`src/design/lcd_smt_pkg.sv`:
```
`timescale 1ns / 1ps
`default_nettype none
// ----------------------------------------------------------------------------
// LCD scanline and mode timing package
// Mode codes, dot and line limits and register indexes shared by the block.
// ----------------------------------------------------------------------------
package lcd_smt_pkg;

    // Display modes as reported on cur_mode
    typedef enum logic [1:0] {
        MODE_HBLANK   = 2'd0,
        MODE_VBLANK   = 2'd1,
        MODE_SEARCH   = 2'd2,
        MODE_TRANSFER = 2'd3
    } lcd_mode_t;

    // Configuration register indexes
    typedef enum logic [1:0] {
        REG_DISPLAY_ENABLE = 2'd0,
        REG_LINE_COMPARE   = 2'd1,
        REG_STAT_ENABLES   = 2'd2,
        REG_UNUSED         = 2'd3
    } lcd_reg_t;

    localparam int unsigned DOT_W  = 9;
    localparam int unsigned LINE_W = 8;

    localparam logic [DOT_W-1:0]  DOTS_PER_CYCLE    = 9'd4;
    localparam logic [DOT_W-1:0]  SEARCH_DOTS       = 9'd80;
    localparam logic [DOT_W-1:0]  TRANSFER_DOTS     = 9'd172;
    localparam logic [DOT_W-1:0]  HBLANK_DOTS       = 9'd204;
    localparam logic [DOT_W-1:0]  LINE_DOTS         = 9'd456;
    localparam logic [LINE_W-1:0] LAST_VISIBLE_LINE = 8'd143;
    localparam logic [LINE_W-1:0] LINES_PER_FRAME   = 8'd154;

    // STAT interrupt enable bit positions
    localparam int unsigned EN_HBLANK  = 0;
    localparam int unsigned EN_VBLANK  = 1;
    localparam int unsigned EN_SEARCH  = 2;
    localparam int unsigned EN_COMPARE = 3;

endpackage
`default_nettype wire

```
`src/design/lcd_scanline_mode_timing_top.sv`:
```
`timescale 1ns / 1ps
`default_nettype none
// ----------------------------------------------------------------------------
// LCD scanline and mode timing
// Results are registered: a result appears in the cycle after its request is taken.
// Throughput: one request per cycle; the output register refills while its
//   result is taken, so the only pause is a stall on the result side.
// Reset: asynchronous; display disabled, line and dots zero, search mode,
//   compare value and STAT enables zero, no result pending.
// ----------------------------------------------------------------------------
module lcd_scanline_mode_timing_top
    import lcd_smt_pkg::*;
(
    input  wire logic        clk,
    input  wire logic        rst_n,
    // configuration writes
    input  wire logic        cfg_valid,
    output logic             cfg_ready,
    input  wire logic [1:0]  cfg_index,
    input  wire logic [7:0]  cfg_data,
    // request channel
    input  wire logic        in_valid,
    output logic             in_stall,
    input  wire logic        advance,
    // result channel
    output logic             out_valid,
    input  wire logic        out_stall,
    output logic [1:0]       cur_mode,
    output logic [7:0]       cur_line,
    output logic             coincidence,
    output logic             vblank_irq,
    output logic             stat_irq,
    output logic             line_done
);

    // Configuration registers
    logic              display_enable_reg;
    logic [LINE_W-1:0] line_compare_reg;
    logic [3:0]        stat_en_reg;

    // Timing state
    logic [DOT_W-1:0]  dot_reg,  dot_next;
    logic [LINE_W-1:0] line_reg, line_next;
    lcd_mode_t         mode_reg, mode_next;

    // Result register
    logic              out_valid_reg;
    lcd_mode_t         res_mode_reg;
    logic [LINE_W-1:0] res_line_reg;
    logic              res_coin_reg;
    logic              res_vblank_reg;
    logic              res_stat_reg;
    logic              res_done_reg;

    logic              vblank_next, stat_next, done_next;
    logic              in_take, out_take, cfg_take;
    logic [DOT_W-1:0]  dot_inc;
    logic [LINE_W-1:0] line_inc;

    assign cfg_ready = 1'b1;
    assign cfg_take  = cfg_valid && cfg_ready;
    assign out_take  = out_valid_reg && !out_stall;
    assign in_stall  = out_valid_reg && out_stall;
    assign in_take   = in_valid && !in_stall;

    assign dot_inc  = dot_reg + DOTS_PER_CYCLE;
    assign line_inc = line_reg + 8'd1;

    // Step the timing for one request
    always_comb
    begin
        dot_next    = dot_reg;
        line_next   = line_reg;
        mode_next   = mode_reg;
        vblank_next = 1'b0;
        stat_next   = 1'b0;
        done_next   = 1'b0;
        if (advance && display_enable_reg)
        begin
            dot_next = dot_inc;
            case (mode_reg)
                MODE_SEARCH:
                begin
                    if (dot_inc == DOTS_PER_CYCLE && stat_en_reg[EN_COMPARE]
                        && line_compare_reg == line_reg)
                        stat_next = 1'b1;
                    if (dot_inc >= SEARCH_DOTS)
                    begin
                        mode_next = MODE_TRANSFER;
                        dot_next  = '0;
                    end
                end
                MODE_TRANSFER:
                begin
                    if (dot_inc >= TRANSFER_DOTS)
                    begin
                        mode_next = MODE_HBLANK;
                        dot_next  = '0;
                        stat_next = stat_en_reg[EN_HBLANK];
                    end
                end
                MODE_HBLANK:
                begin
                    if (dot_inc >= HBLANK_DOTS)
                    begin
                        done_next = 1'b1;
                        dot_next  = '0;
                        line_next = line_inc;
                        if (line_reg == LAST_VISIBLE_LINE)
                        begin
                            mode_next   = MODE_VBLANK;
                            vblank_next = 1'b1;
                            stat_next   = stat_en_reg[EN_VBLANK];
                        end
                        else
                        begin
                            mode_next = MODE_SEARCH;
                            stat_next = stat_en_reg[EN_SEARCH];
                        end
                    end
                end
                default:
                begin
                    if (dot_inc >= LINE_DOTS)
                    begin
                        dot_next  = '0;
                        line_next = line_inc;
                        if (line_inc == LINES_PER_FRAME)
                        begin
                            line_next = '0;
                            mode_next = MODE_SEARCH;
                            stat_next = stat_en_reg[EN_SEARCH];
                        end
                    end
                end
            endcase
        end
    end

    // Hold configuration registers
    always_ff @(posedge clk or negedge rst_n)
    begin
        if (!rst_n)
        begin
            display_enable_reg <= 1'b0;
            line_compare_reg   <= '0;
            stat_en_reg        <= '0;
        end
        else if (cfg_take)
        begin
            case (lcd_reg_t'(cfg_index))
                REG_DISPLAY_ENABLE: display_enable_reg <= cfg_data[0];
                REG_LINE_COMPARE:   line_compare_reg   <= cfg_data;
                REG_STAT_ENABLES:   stat_en_reg        <= cfg_data[3:0];
                default:            ;
            endcase
        end
    end

    // Advance timing state; disabling the display drops it to the start of line zero
    always_ff @(posedge clk or negedge rst_n)
    begin
        if (!rst_n)
        begin
            dot_reg  <= '0;
            line_reg <= '0;
            mode_reg <= MODE_SEARCH;
        end
        else if (cfg_take && lcd_reg_t'(cfg_index) == REG_DISPLAY_ENABLE && !cfg_data[0])
        begin
            dot_reg  <= '0;
            line_reg <= '0;
            mode_reg <= MODE_SEARCH;
        end
        else if (in_take)
        begin
            dot_reg  <= dot_next;
            line_reg <= line_next;
            mode_reg <= mode_next;
        end
    end

    // Result valid flag
    always_ff @(posedge clk or negedge rst_n)
    begin
        if (!rst_n)
            out_valid_reg <= 1'b0;
        else if (in_take)
            out_valid_reg <= 1'b1;
        else if (out_take)
            out_valid_reg <= 1'b0;
    end

    // Result payload
    always_ff @(posedge clk)
    begin
        if (in_take)
        begin
            res_mode_reg   <= mode_next;
            res_line_reg   <= line_next;
            res_coin_reg   <= (line_next == line_compare_reg);
            res_vblank_reg <= vblank_next;
            res_stat_reg   <= stat_next;
            res_done_reg   <= done_next;
        end
    end

    assign out_valid   = out_valid_reg;
    assign cur_mode    = res_mode_reg;
    assign cur_line    = res_line_reg;
    assign coincidence = res_coin_reg;
    assign vblank_irq  = res_vblank_reg;
    assign stat_irq    = res_stat_reg;
    assign line_done   = res_done_reg;

    // Dot counter only ever moves in whole machine cycles
    assert property (@(posedge clk) disable iff (!rst_n)
        dot_reg[1:0] == 2'b00)
        else $error("dot counter off a machine-cycle boundary");

    // Visible modes only occur on visible lines
    assert property (@(posedge clk) disable iff (!rst_n)
        (mode_reg == MODE_TRANSFER || mode_reg == MODE_HBLANK) |->
        line_reg <= LAST_VISIBLE_LINE)
        else $error("transfer or hblank outside visible lines");

    // Entering vblank always closes the last visible line and reports line 144
    assert property (@(posedge clk) disable iff (!rst_n)
        (out_valid_reg && res_vblank_reg) |->
        (res_done_reg && res_mode_reg == MODE_VBLANK
         && res_line_reg == LAST_VISIBLE_LINE + 8'd1))
        else $error("vblank pulse without end of last visible line");

    // Lines never run past the frame
    assert property (@(posedge clk) disable iff (!rst_n)
        line_reg < LINES_PER_FRAME)
        else $error("line number beyond frame");

endmodule
`default_nettype wire

```
`config.mk`:
```
export PLATFORM = sky130hd
export DESIGN_NAME = lcd_scanline_mode_timing_top
export DESIGN_NICKNAME = d
export VERILOG_FILES = /design/src/design/lcd_smt_pkg.sv /design/src/design/lcd_scanline_mode_timing_top.sv
export SDC_FILE = /design/constraint.sdc
export NUM_CORES = 1
export LEC_CHECK = 0
export ABC_CLOCK_PERIOD_IN_PS = 5400
export BUFFER_PORTS_ARGS = -buffer_cell sky130_fd_sc_hd__clkbuf_2
export CAP_MARGIN = 20
export CELL_PAD_IN_SITES_DETAIL_PLACEMENT = 0
export CELL_PAD_IN_SITES_GLOBAL_PLACEMENT = 1
export CORE_ASPECT_RATIO = 2
export CORE_MARGIN = 3
export CORE_UTILIZATION = 44
export DETAILED_ROUTE_END_ITERATION = 10
export PLACE_DENSITY_LB_ADDON = 0.2
export SYNTH_ARGS = -nofsm -noshare
export SYNTH_HDL_FRONTEND = slang
export SYNTH_SLANG_ARGS = --single-unit
```
`constraint.sdc`:
```
create_clock -name clk -period 5.4 [get_ports clk]
set_input_delay 0.81 -clock clk [delete_from_list [all_inputs] [get_ports clk]]
set_output_delay 0.81 -clock clk [all_outputs]
set_load 0.05 [all_outputs]
```
==> results of run 1 <==
-- area by class of cell --
class	instances	area, µm²	area share
timing repair buffer	32	163	0.0478
inverter	12	45.0	0.0132
clock buffer	6	129	0.0379
multi-input combinational	260	1730	0.507
sequential	45	1200	0.352
tap	88	110	0.0324
clock inverter	2	33.8	0.00993
-- cell usage after synthesis, drive strengths merged (2+ instances only) --
| cell | number |
|---|---|
| nand2 | 31 |
| dfrtp | 30 |
| nor2 | 29 |
| o21ai | 22 |
| a21oi | 16 |
| nand3 | 15 |
| edfxtp | 14 |
| mux2 | 13 |
| nor3 | 13 |
| clkbuf | 12 |
| inv | 12 |
| xnor2 | 11 |
| nand2b | 7 |
| nor2b | 7 |
| o31ai | 7 |
| buf | 6 |
| nand4 | 6 |
| a21o | 5 |
| and3 | 5 |
| ha | 5 |
| xor2 | 5 |
| mux2i | 4 |
| or3 | 4 |
| a21boi | 3 |
| and2 | 3 |
| o22ai | 3 |
| a2111oi | 2 |
| a211oi | 2 |
| a22oi | 2 |
| a311oi | 2 |
| a31oi | 2 |
| a32oi | 2 |
| a41oi | 2 |
| nand3b | 2 |
| nor3b | 2 |
| nor4b | 2 |
| o211ai | 2 |
| o21a | 2 |
| o21bai | 2 |
| o41a | 2 |
| or2 | 2 |
-- metal layers --
metal	GRT usage	part of all wire
met3	0.0244	0.033
met1	0.225	0.34
met5	0	0
met4	0.171	0.063
met2	0.441	0.56
-- layout by cell type (no fill, tap or decap), types with 11 or more instances in the layout --
cell / netlist / routed
nand2_1: 31 / 31
clkbuf_2: 0 / 31
dfrtp_1: 30 / 30
nor2_1: 28 / 28
o21ai_0: 21 / 21
nand3_1: 15 / 15
a21oi_1: 15 / 15
edfxtp_1: 14 / 14
mux2_2: 13 / 13
inv_1: 12 / 12
nor3_1: 12 / 12
xnor2_1: 11 / 11
-- final timing paths --
path,startpoint,end,slack (ns)
min in group asynchronous,rst_n,out_valid,0.60
max in group asynchronous,rst_n,stat_en_reg[2],4.29
worst min register to register,stat_en_reg[2],stat_en_reg[2],0.53
worst max register to register,dot_reg[2],coincidence,1.69
worst max-delay path,dot_reg[2],coincidence,1.69
worst min-delay path,stat_en_reg[2],stat_en_reg[2],0.53
-- worst max-delay path: cells and delay by family, from the launching register on --
| family | cells | cell delay, ns |
|---|---|---|
| AO/OA/AOI/OAI | 3 | 0.86 |
| flip-flops | 1 | 0.44 |
| XOR/XNOR | 1 | 0.79 |
| adder cells (fa/ha/maj) | 1 | 0.33 |
| AND/OR/NAND/NOR | 5 | 1.12 |
-- kinds of logic after synthesis --
kind of cell             Yosys count
AO/OA/AOI/OAI                     87
buffers and inverters             30
other                              1
flip-flops                        45
adder cells (fa/ha/maj)            5
multiplexers                      17
XOR/XNOR                          16
AND/OR/NAND/NOR                  134
-- power by group through the flow --
stage	registers, mW	logic (mW)	clock network, mW
6_report	0.464	0.291	0.343
3_5_place_dp	0.471	0.290	0
3_3_place_gp	0.469	0.291	0
5_1_grt	0.474	0.324	0.364
4_1_cts	0.464	0.291	0.350
2_1_floorplan	0.468	0.205	0
-- stage by stage --
| stage | hold WS [ns] | cell area, µm² | setup slack (ns) |
|---|---|---|---|
| 2_1_floorplan | 0.473 | 3050 | 2.39 |
| 3_3_place_gp | 0.494 | 3240 | 1.80 |
| 3_5_place_dp | 0.514 | 3240 | 1.73 |
| 4_1_cts | 0.527 | 3400 | 1.70 |
| 5_1_grt | 0.551 | 3400 | 1.42 |
| 6_report | 0.526 | 3400 | 1.69 |
==> reports/qor.yml, run 1 <==
run_status:
  outcome: "completed"
logic_synthesis:
  yosysSeqAreaShare: 0.392
  yosysWarnings: 0
  postSynthCellCount: 335
  synthSimpleGateAreaFrac: 0.235
  synth-edff-count: 14
  yosys.area.top_type: "dfrtp_1"
  synthXorXnorAreaFrac: 0.0459
  yosys-mux-area-fraction: 0.0611
  netlist_top_cells_area: "dfrtp_1 (25%), edfxtp_1 (14%), mux2_2 (4.8%)"
  synth.distinct_cells: 68
  avgSynthCellArea_um2: 9.11
  synth_top_family_by_area: "simple AND/OR/NAND/NOR gates"
  synth-compound-area-share: 0.202
  synth_nets: 356
  synth_seq_cells: 45
  yosys.area.top_type_share: 0.246
  synth-main-ff-cell: "dfrtp_1"
  syn_area_um2: 3050
  async_flop_share: 0.689
  synthAdderAreaFrac: 0.0205
cts:
  cts_tree: "built"
  numClockSinks: 45
  clkLatencyLatePin_ns: 0.29
  cts_root_buf: "clkbuf_16"
  cts_max_level: 2
  cts_buffer_depth: 2
  clk_pin_slew_worst_paths_ns: 0.06
  ctsResizeCount: 0
  postCtsHoldBufs: 0
  cts_setup_buffers: 0
  numCtsBuffers: 5
job:
  cap_violations: 0
worst_setup_path:
  crit_chain: "ha_1 > nand3_1 > nor2_1 > xnor2_1 > a211oi_4 > nor2_4 > a2bb2oi_2 > a2111oi_0 > nand4_1 > nor4b_2"
  cpPeakStageDelay_ns: 0.79
  endpoint_kind: "register"
  rr_worst_depth: 10
  path_class: "reg -> reg"
  arrival_ns: 3.83
  crit_required_ns: 5.52
  cp_max_fo: 12
  cp-start-kind: "register"
  crit_path_top_delay_cell: "xnor2_1"
power_and_ir_drop:
  p_comb_frac: 0.265
  ir_drop_mv: 0.224
  power_frac_seq: 0.423
  swShare: 0.338
  p_leak_nw: 1.34
  p_total_mw: 1.10
  p_per_area_nw_per_um2: 323
  p_int_uw: 727
  p_clk_frac: 0.312
  p_sw_uw: 371
place:
  place_congestion: 0.944
  place_inst: 437
  port_buffers: 31
  place.detailed.hpwl_um: 6670
floorplan:
  die_w_um: 64.9
  placementRows: 42
  start_util: 0.457
  die-area_um2: 8030
  ioPinCount: 33
  core_area_um2: 6670
  fp.dieH_um: 124
grt:
  track_usage: 0.233
  grt_pass1_vias: 2709
  gr-total-overflow: 0
  grt_pass1_wl_um: 13900
  grt_max_degree: 32
  antenna_found_initial: 0
drt:
  wirelength_um: 8610
  detailroute.via_count: 2629
  vias_per_cell: 5.91
  drc: 0
  drtIter0Drc: 143
  dr.pass1.iters: 4
  routedWlPerCell_um: 19.3
  ant_nets: 0
hold_path:
  hold_path_class: "reg -> reg"
  hold_depth: 1
sta:
  hold_viol_final: 0
  fin_tns_setup_ns: 0
  drv_slew: 0
  slew_headroom: 0.323
  period_minus_slack_ns: 3.71
  skew_ns: 0.00668
  max_freq_mhz: 270
  tightest_slew_ns: 1.01
  timing.final.setup_violations: 0
  rsz0062_at_grt: "false"
  post-route-period-util: 0.687
final_layout:
  layout-drive-gt1-share: 0.185
  diodes: 0
  post-route-util: 0.510
  fillers: 679
  nets: 377
  area_growth_pct: 11.5
  finalNonFillerCells: 445
Note: power is estimated with default switching activity, not from simulation.
==> run 2: changes to the inputs <==
Settings changed: ABC_CLOCK_PERIOD_IN_PS 5400 to 3150, CORE_UTILIZATION 44 to 41.
Clock period 5.4 ns to 3.15 ns, I/O delays scaled along.
==> run 2 against run 1 <==
- sequential share of layout area fell by 4.0 points
- final cell count is 12% higher
- largest power group unchanged
- first-iteration DRC count is 57% higher
==> reports/qor.yml, run 2 (same netlist as run 1, synthesis figures left out) <==
grt:
  antenna_found_initial: 0
  gr-total-overflow: 0
  grt_pass1_vias: 2890
  grt_max_degree: 32
  track_usage: 0.236
  grt_pass1_wl_um: 14800
place:
  place_inst: 489
  place.detailed.hpwl_um: 7580
  port_buffers: 31
  place_congestion: 0.918
cts:
  numClockSinks: 45
  cts_root_buf: "clkbuf_16"
  postCtsHoldBufs: 0
  cts_tree: "built"
  numCtsBuffers: 5
  cts_max_level: 2
  clkLatencyLatePin_ns: 0.29
  cts_buffer_depth: 2
  clk_pin_slew_worst_paths_ns: 0.06
drt:
  drtIter0Drc: 225
  dr.pass1.iters: 4
  vias_per_cell: 5.73
  routedWlPerCell_um: 18.8
  ant_nets: 0
  wirelength_um: 9370
  drc: 0
  detailroute.via_count: 2854
worst_setup_path:
  cp-start-kind: "register"
  cp_max_fo: 5
  reg2reg_slack_ns: 0.14
  crit_path_top_delay_cell: "or4_1"
  endpoint_kind: "register"
  arrival_ns: 3.05
  crit_required_ns: 3.19
  path_class: "reg -> reg"
  crit_chain: "ha_2 > a21o_1 > a21o_1 > a32o_2 > buf_4 > a311oi_1 > nor3_1 > o21bai_1 > or4_1 > a32oi_2 > nor4b_2"
  cpPeakStageDelay_ns: 0.49
  rr_worst_depth: 11
  crit_path_frequent_cell: "a21o_1"
run_status:
  outcome: "completed"
floorplan:
  die-area_um2: 8580
  fp.dieH_um: 128
  start_util: 0.430
  die_w_um: 67.0
  core_area_um2: 7100
  ioPinCount: 33
  placementRows: 43
final_layout:
  diodes: 0
  nets: 428
  finalNonFillerCells: 498
  fillers: 701
  final_cell_mix: "buf_4 (52), clkbuf_2 (31), nand2_1 (30), dfrtp_1 (30), nor2_1 (27)"
  multi_input_area_um2: 1770
  area_growth_pct: 25.7
  register_area_um2: 1200
  layout-drive-gt1-share: 0.304
  final_common_cell: "buf_4"
power_and_ir_drop:
  p_total_mw: 2.00
  p_leak_nw: 1.59
  p_per_area_nw_per_um2: 523
  ir_drop_mv: 0.289
hold_path:
  hold_path_class: "in -> async"
sta:
  skew_ns: 0.00548
  tightest_slew_ns: 0.849
  slew_headroom: 0.434
  hold_viol_final: 0
  timing.final.setup_violations: 0
  fin_tns_setup_ns: 0
  drv_slew: 0
  rsz0062_at_grt: "true"
  period_minus_slack_ns: 3.01
  max_freq_mhz: 332
  post-route-period-util: 0.957
  fin_hold_ws_ns: 0.281
job:
  cap_violations: 0
run 2: changes by cell type in the layout (fill, tap and decap cells not counted), sizes merged:
cell  change
buf      +51
run 2: area by class of cell:
class | instances | share of cell area
inverters | 12 | 0.0117
clock buffers | 6 | 0.0336
well taps | 90 | 0.0294
flip-flops and latches | 45 | 0.312
multi-input cells | 260 | 0.462
repair buffers | 83 | 0.142
clock inverters | 2 | 0.00881
run 2: final timing paths:
kind | from | endpoint
hold reg to reg | stat_en_reg[2] | stat_en_reg[2]
setup / recovery | dot_reg[2] | coincidence
max in group asynchronous | rst_n | line_compare_reg[5]
setup reg to reg | dot_reg[2] | coincidence
hold / removal | rst_n | out_valid
min in group clk | in_valid | out_valid
run 2: repair_timing:
action / in CTS / in global routing
gates resized for setup: 2 / 10
buffers inserted: 0 / 1
setup endpoints to repair: 1 / 5
endpoints found under the hold margin: 0 / 0
pin swaps: 0 / 2
run 2: where the power goes:
| group | internal [mW] | switching, mW | leakage [nW] |
|---|---|---|---|
| sequential | 0.685 | 0.0924 | 0.523 |
| combinational | 0.277 | 0.367 | 0.991 |
| clock | 0.372 | 0.211 | 0.0785 |
| total | 1.33 | 0.671 | 1.59 |
run 2: critical path, delay by kind of cell, from the launching register on:
family                   cells  cell delay (ns)
adder cells (fa/ha/maj)      1             0.22
AO/OA/AOI/OAI                6             1.32
AND/OR/NAND/NOR              3             0.66
flip-flops                   1             0.40
buffers and inverters        1             0.17
run 2: metrics by stage:
stage	worst slack, ns	utilization	area [µm²]
CTS	0.0161	0.533	3790
detailed placement	-0.0885	0.510	3620
floorplan	0.141	-	3050
finish	0.136	0.540	3830
global route	-0.0166	0.540	3830
global placement	-0.0119	0.510	3620
run 2: metal layers:
| layer | GRT usage | part of all wire |
|---|---|---|
| met5 | 0 | 0 |
| met4 | 0.163 | 0.077 |
| met3 | 0.0281 | 0.028 |
| met2 | 0.445 | 0.57 |
| met1 | 0.222 | 0.32 |
==> run 3: changes to the inputs <==
Settings changed: CORE_ASPECT_RATIO 2 to 1.2, CORE_MARGIN 3 to 2.
==> run 3 against run 2 <==
- clock power down 26%
- non-clock buffer count is 18 lower
- design area down 5.7%
- critical path depth stayed put
- first-iteration DRC count decreased by 19%
- flip-flop and latch count unchanged
- critical endpoint unchanged
- register-to-register slack got worse by 0.099 ns
- total power fell by 12%
- via count down 3.2%
- clock skew is 0.0055 ns higher
- routed wire length fell by 13%
- global-route usage decreased by 2.6 points
==> reports/qor.yml, run 3 (same netlist as run 1, synthesis figures left out) <==
run_status:
  outcome: "completed"
worst_setup_path:
  reg2reg_slack_ns: 0.04
  arrival_ns: 3.26
  path_class: "reg -> reg"
  endpoint: "coincidence"
  crit_required_ns: 3.30
  rr_worst_depth: 11
  r2r-start: "dot_reg[2]"
  cp_max_fo: 7
  cpPeakStageDelay_ns: 0.45
  endpoint_kind: "register"
  cp-startpoint: "dot_reg[2]"
  crit_chain: "buf_4 > inv_1 > ha_1 > o41a_1 > o21ai_0 > nor3_2 > a21oi_2 > mux2i_1 > a2111oi_1 > nand4_1 > nor4b_2"
  crit_path_top_delay_cell: "o41a_1"
  r2r-end: "coincidence"
  cp-start-kind: "register"
  cp_top_family: "compound AO/OA/AOI/OAI gates"
  cp.depth: 11
  crit_buf_inv: 2
power_and_ir_drop:
  power_frac_seq: 0.435
  p_per_area_nw_per_um2: 485
  swShare: 0.361
  p_clk_frac: 0.244
  p_sw_uw: 634
  p_leak_nw: 1.47
  ir_drop_mv: 0.206
  p_comb_frac: 0.320
  p_int_mw: 1.12
  p_total_mw: 1.75
cts:
  cts_tree: "built"
  numCtsBuffers: 5
  cts_max_level: 2
  cts_buffer_depth: 2
  clkLatencyLatePin_ns: 0.31
  clk_pin_slew_worst_paths_ns: 0.10
  postCtsHoldBufs: 0
  cts_root_buf: "clkbuf_8"
  numClockSinks: 45
drt:
  dr.pass1.iters: 5
  detailroute.via_count: 2762
  drc: 0
  routedWlPerCell_um: 17.0
  wirelength_um: 8190
  ant_nets: 0
  drtIter0Drc: 183
  vias_per_cell: 5.74
place:
  place_inst: 471
  port_buffers: 31
  place.detailed.hpwl_um: 6210
  place_congestion: 0.941
final_layout:
  diodes: 0
  multi_input_area_um2: 1740
  post-route-util: 0.500
  fillers: 693
  finalNonFillerCells: 481
  area_growth_pct: 18.5
  final_common_cell: "buf_4"
  final_cell_mix: "buf_4 (34), nand2_1 (31), clkbuf_2 (31), dfrtp_1 (30), nor2_1 (28)"
  register_area_um2: 1200
  nets: 411
  layout-drive-gt1-share: 0.269
sta:
  rsz0062_at_grt: "true"
  post-route-period-util: 0.988
  hold_viol_final: 0
  max_freq_mhz: 321
  slew_headroom: 0.433
  drv_slew: 0
  period_minus_slack_ns: 3.11
  skew_ns: 0.0110
  fin_hold_ws_ns: 0.249
  timing.final.setup_violations: 0
  tightest_slew_ns: 0.850
grt:
  gr-total-overflow: 0
  track_usage: 0.210
  grt_pass1_vias: 2573
  grt_pass1_wl_um: 13100
  grt_max_degree: 32
  antenna_found_initial: 0
floorplan:
  ioPinCount: 33
  core_area_um2: 7230
  start_util: 0.422
  placementRows: 34
  die-area_um2: 8150
  die_w_um: 82.8
  fp.dieH_um: 98.5
hold_path:
  hold_path_class: "in -> async"
job:
  cap_violations: 0
-- run 3: power groups by stage --
stage	Clock [mW]	Sequential (mW)	Combinational (mW)
6_report	0.429	0.764	0.562
5_1_grt	0.469	0.775	0.621
4_1_cts	0.441	0.762	0.558
3_5_place_dp	0	0.774	0.555
3_3_place_gp	0	0.773	0.556
2_1_floorplan	0	0.802	0.352
-- run 3: through the flow --
step | TNS, ns | instance area [µm²] | setup slack (ns)
2_1_floorplan | 0 | 3050 | 0.141
3_3_place_gp | 0 | 3480 | 0.0903
3_5_place_dp | 0 | 3480 | 0.0398
4_1_cts | 0 | 3590 | 0.0219
5_1_grt | -0.0701 | 3620 | -0.0701
6_report | 0 | 3620 | 0.0373
-- run 3: worst min-delay path by stage --
stage	slack, ns	cells after the start	to
2_1_floorplan	0.18	0	display_enable_reg
3_3_place_gp	0.50	1	stat_en_reg[3]
3_5_place_dp	0.50	1	stat_en_reg[3]
4_1_cts	0.27	1	dot_reg[5]
5_1_grt	0.31	1	line_reg[4]
6_report	0.25	1	line_reg[4]
-- run 3: layout make-up --
cell class / count / area share
Inverter: 12 / 0.0125
Multi-Input combinational cell: 261 / 0.482
Tap cell: 90 / 0.0311
Clock inverter: 2 / 0.00415
Clock buffer: 6 / 0.0260
Timing Repair Buffer: 65 / 0.113
Sequential cell: 45 / 0.331
-- run 3: layer usage --
| metal | up-vias | track usage | wire (µm) |
|---|---|---|---|
| met5 | - | 0 | 0 |
| met4 | 0 | 0.0643 | 182 |
| met3 | 17 | 0.0330 | 512 |
| met2 | 99 | 0.324 | 3810 |
| met1 | 1307 | 0.301 | 3680 |
| li1 | 1339 | - | - |
-- run 3: what timing repair did --
| action | in CTS | in global routing |
|---|---|---|
| endpoints found under the setup margin | 0 | 6 |
| gates resized for setup | 0 | 5 |
| buffers inserted | 0 | 1 |
-- run 3: worst reg2reg max path: stages, from the launching register on --
cell and delay, ns:
dfrtp_1 0.39, buf_4 0.16, inv_1 0.11, ha_1 0.28, o41a_1 0.45, o21ai_0 0.20
nor3_2 0.17, a21oi_2 0.28, mux2i_1 0.13, a2111oi_1 0.41, nand4_1 0.16, nor4b_2 0.22
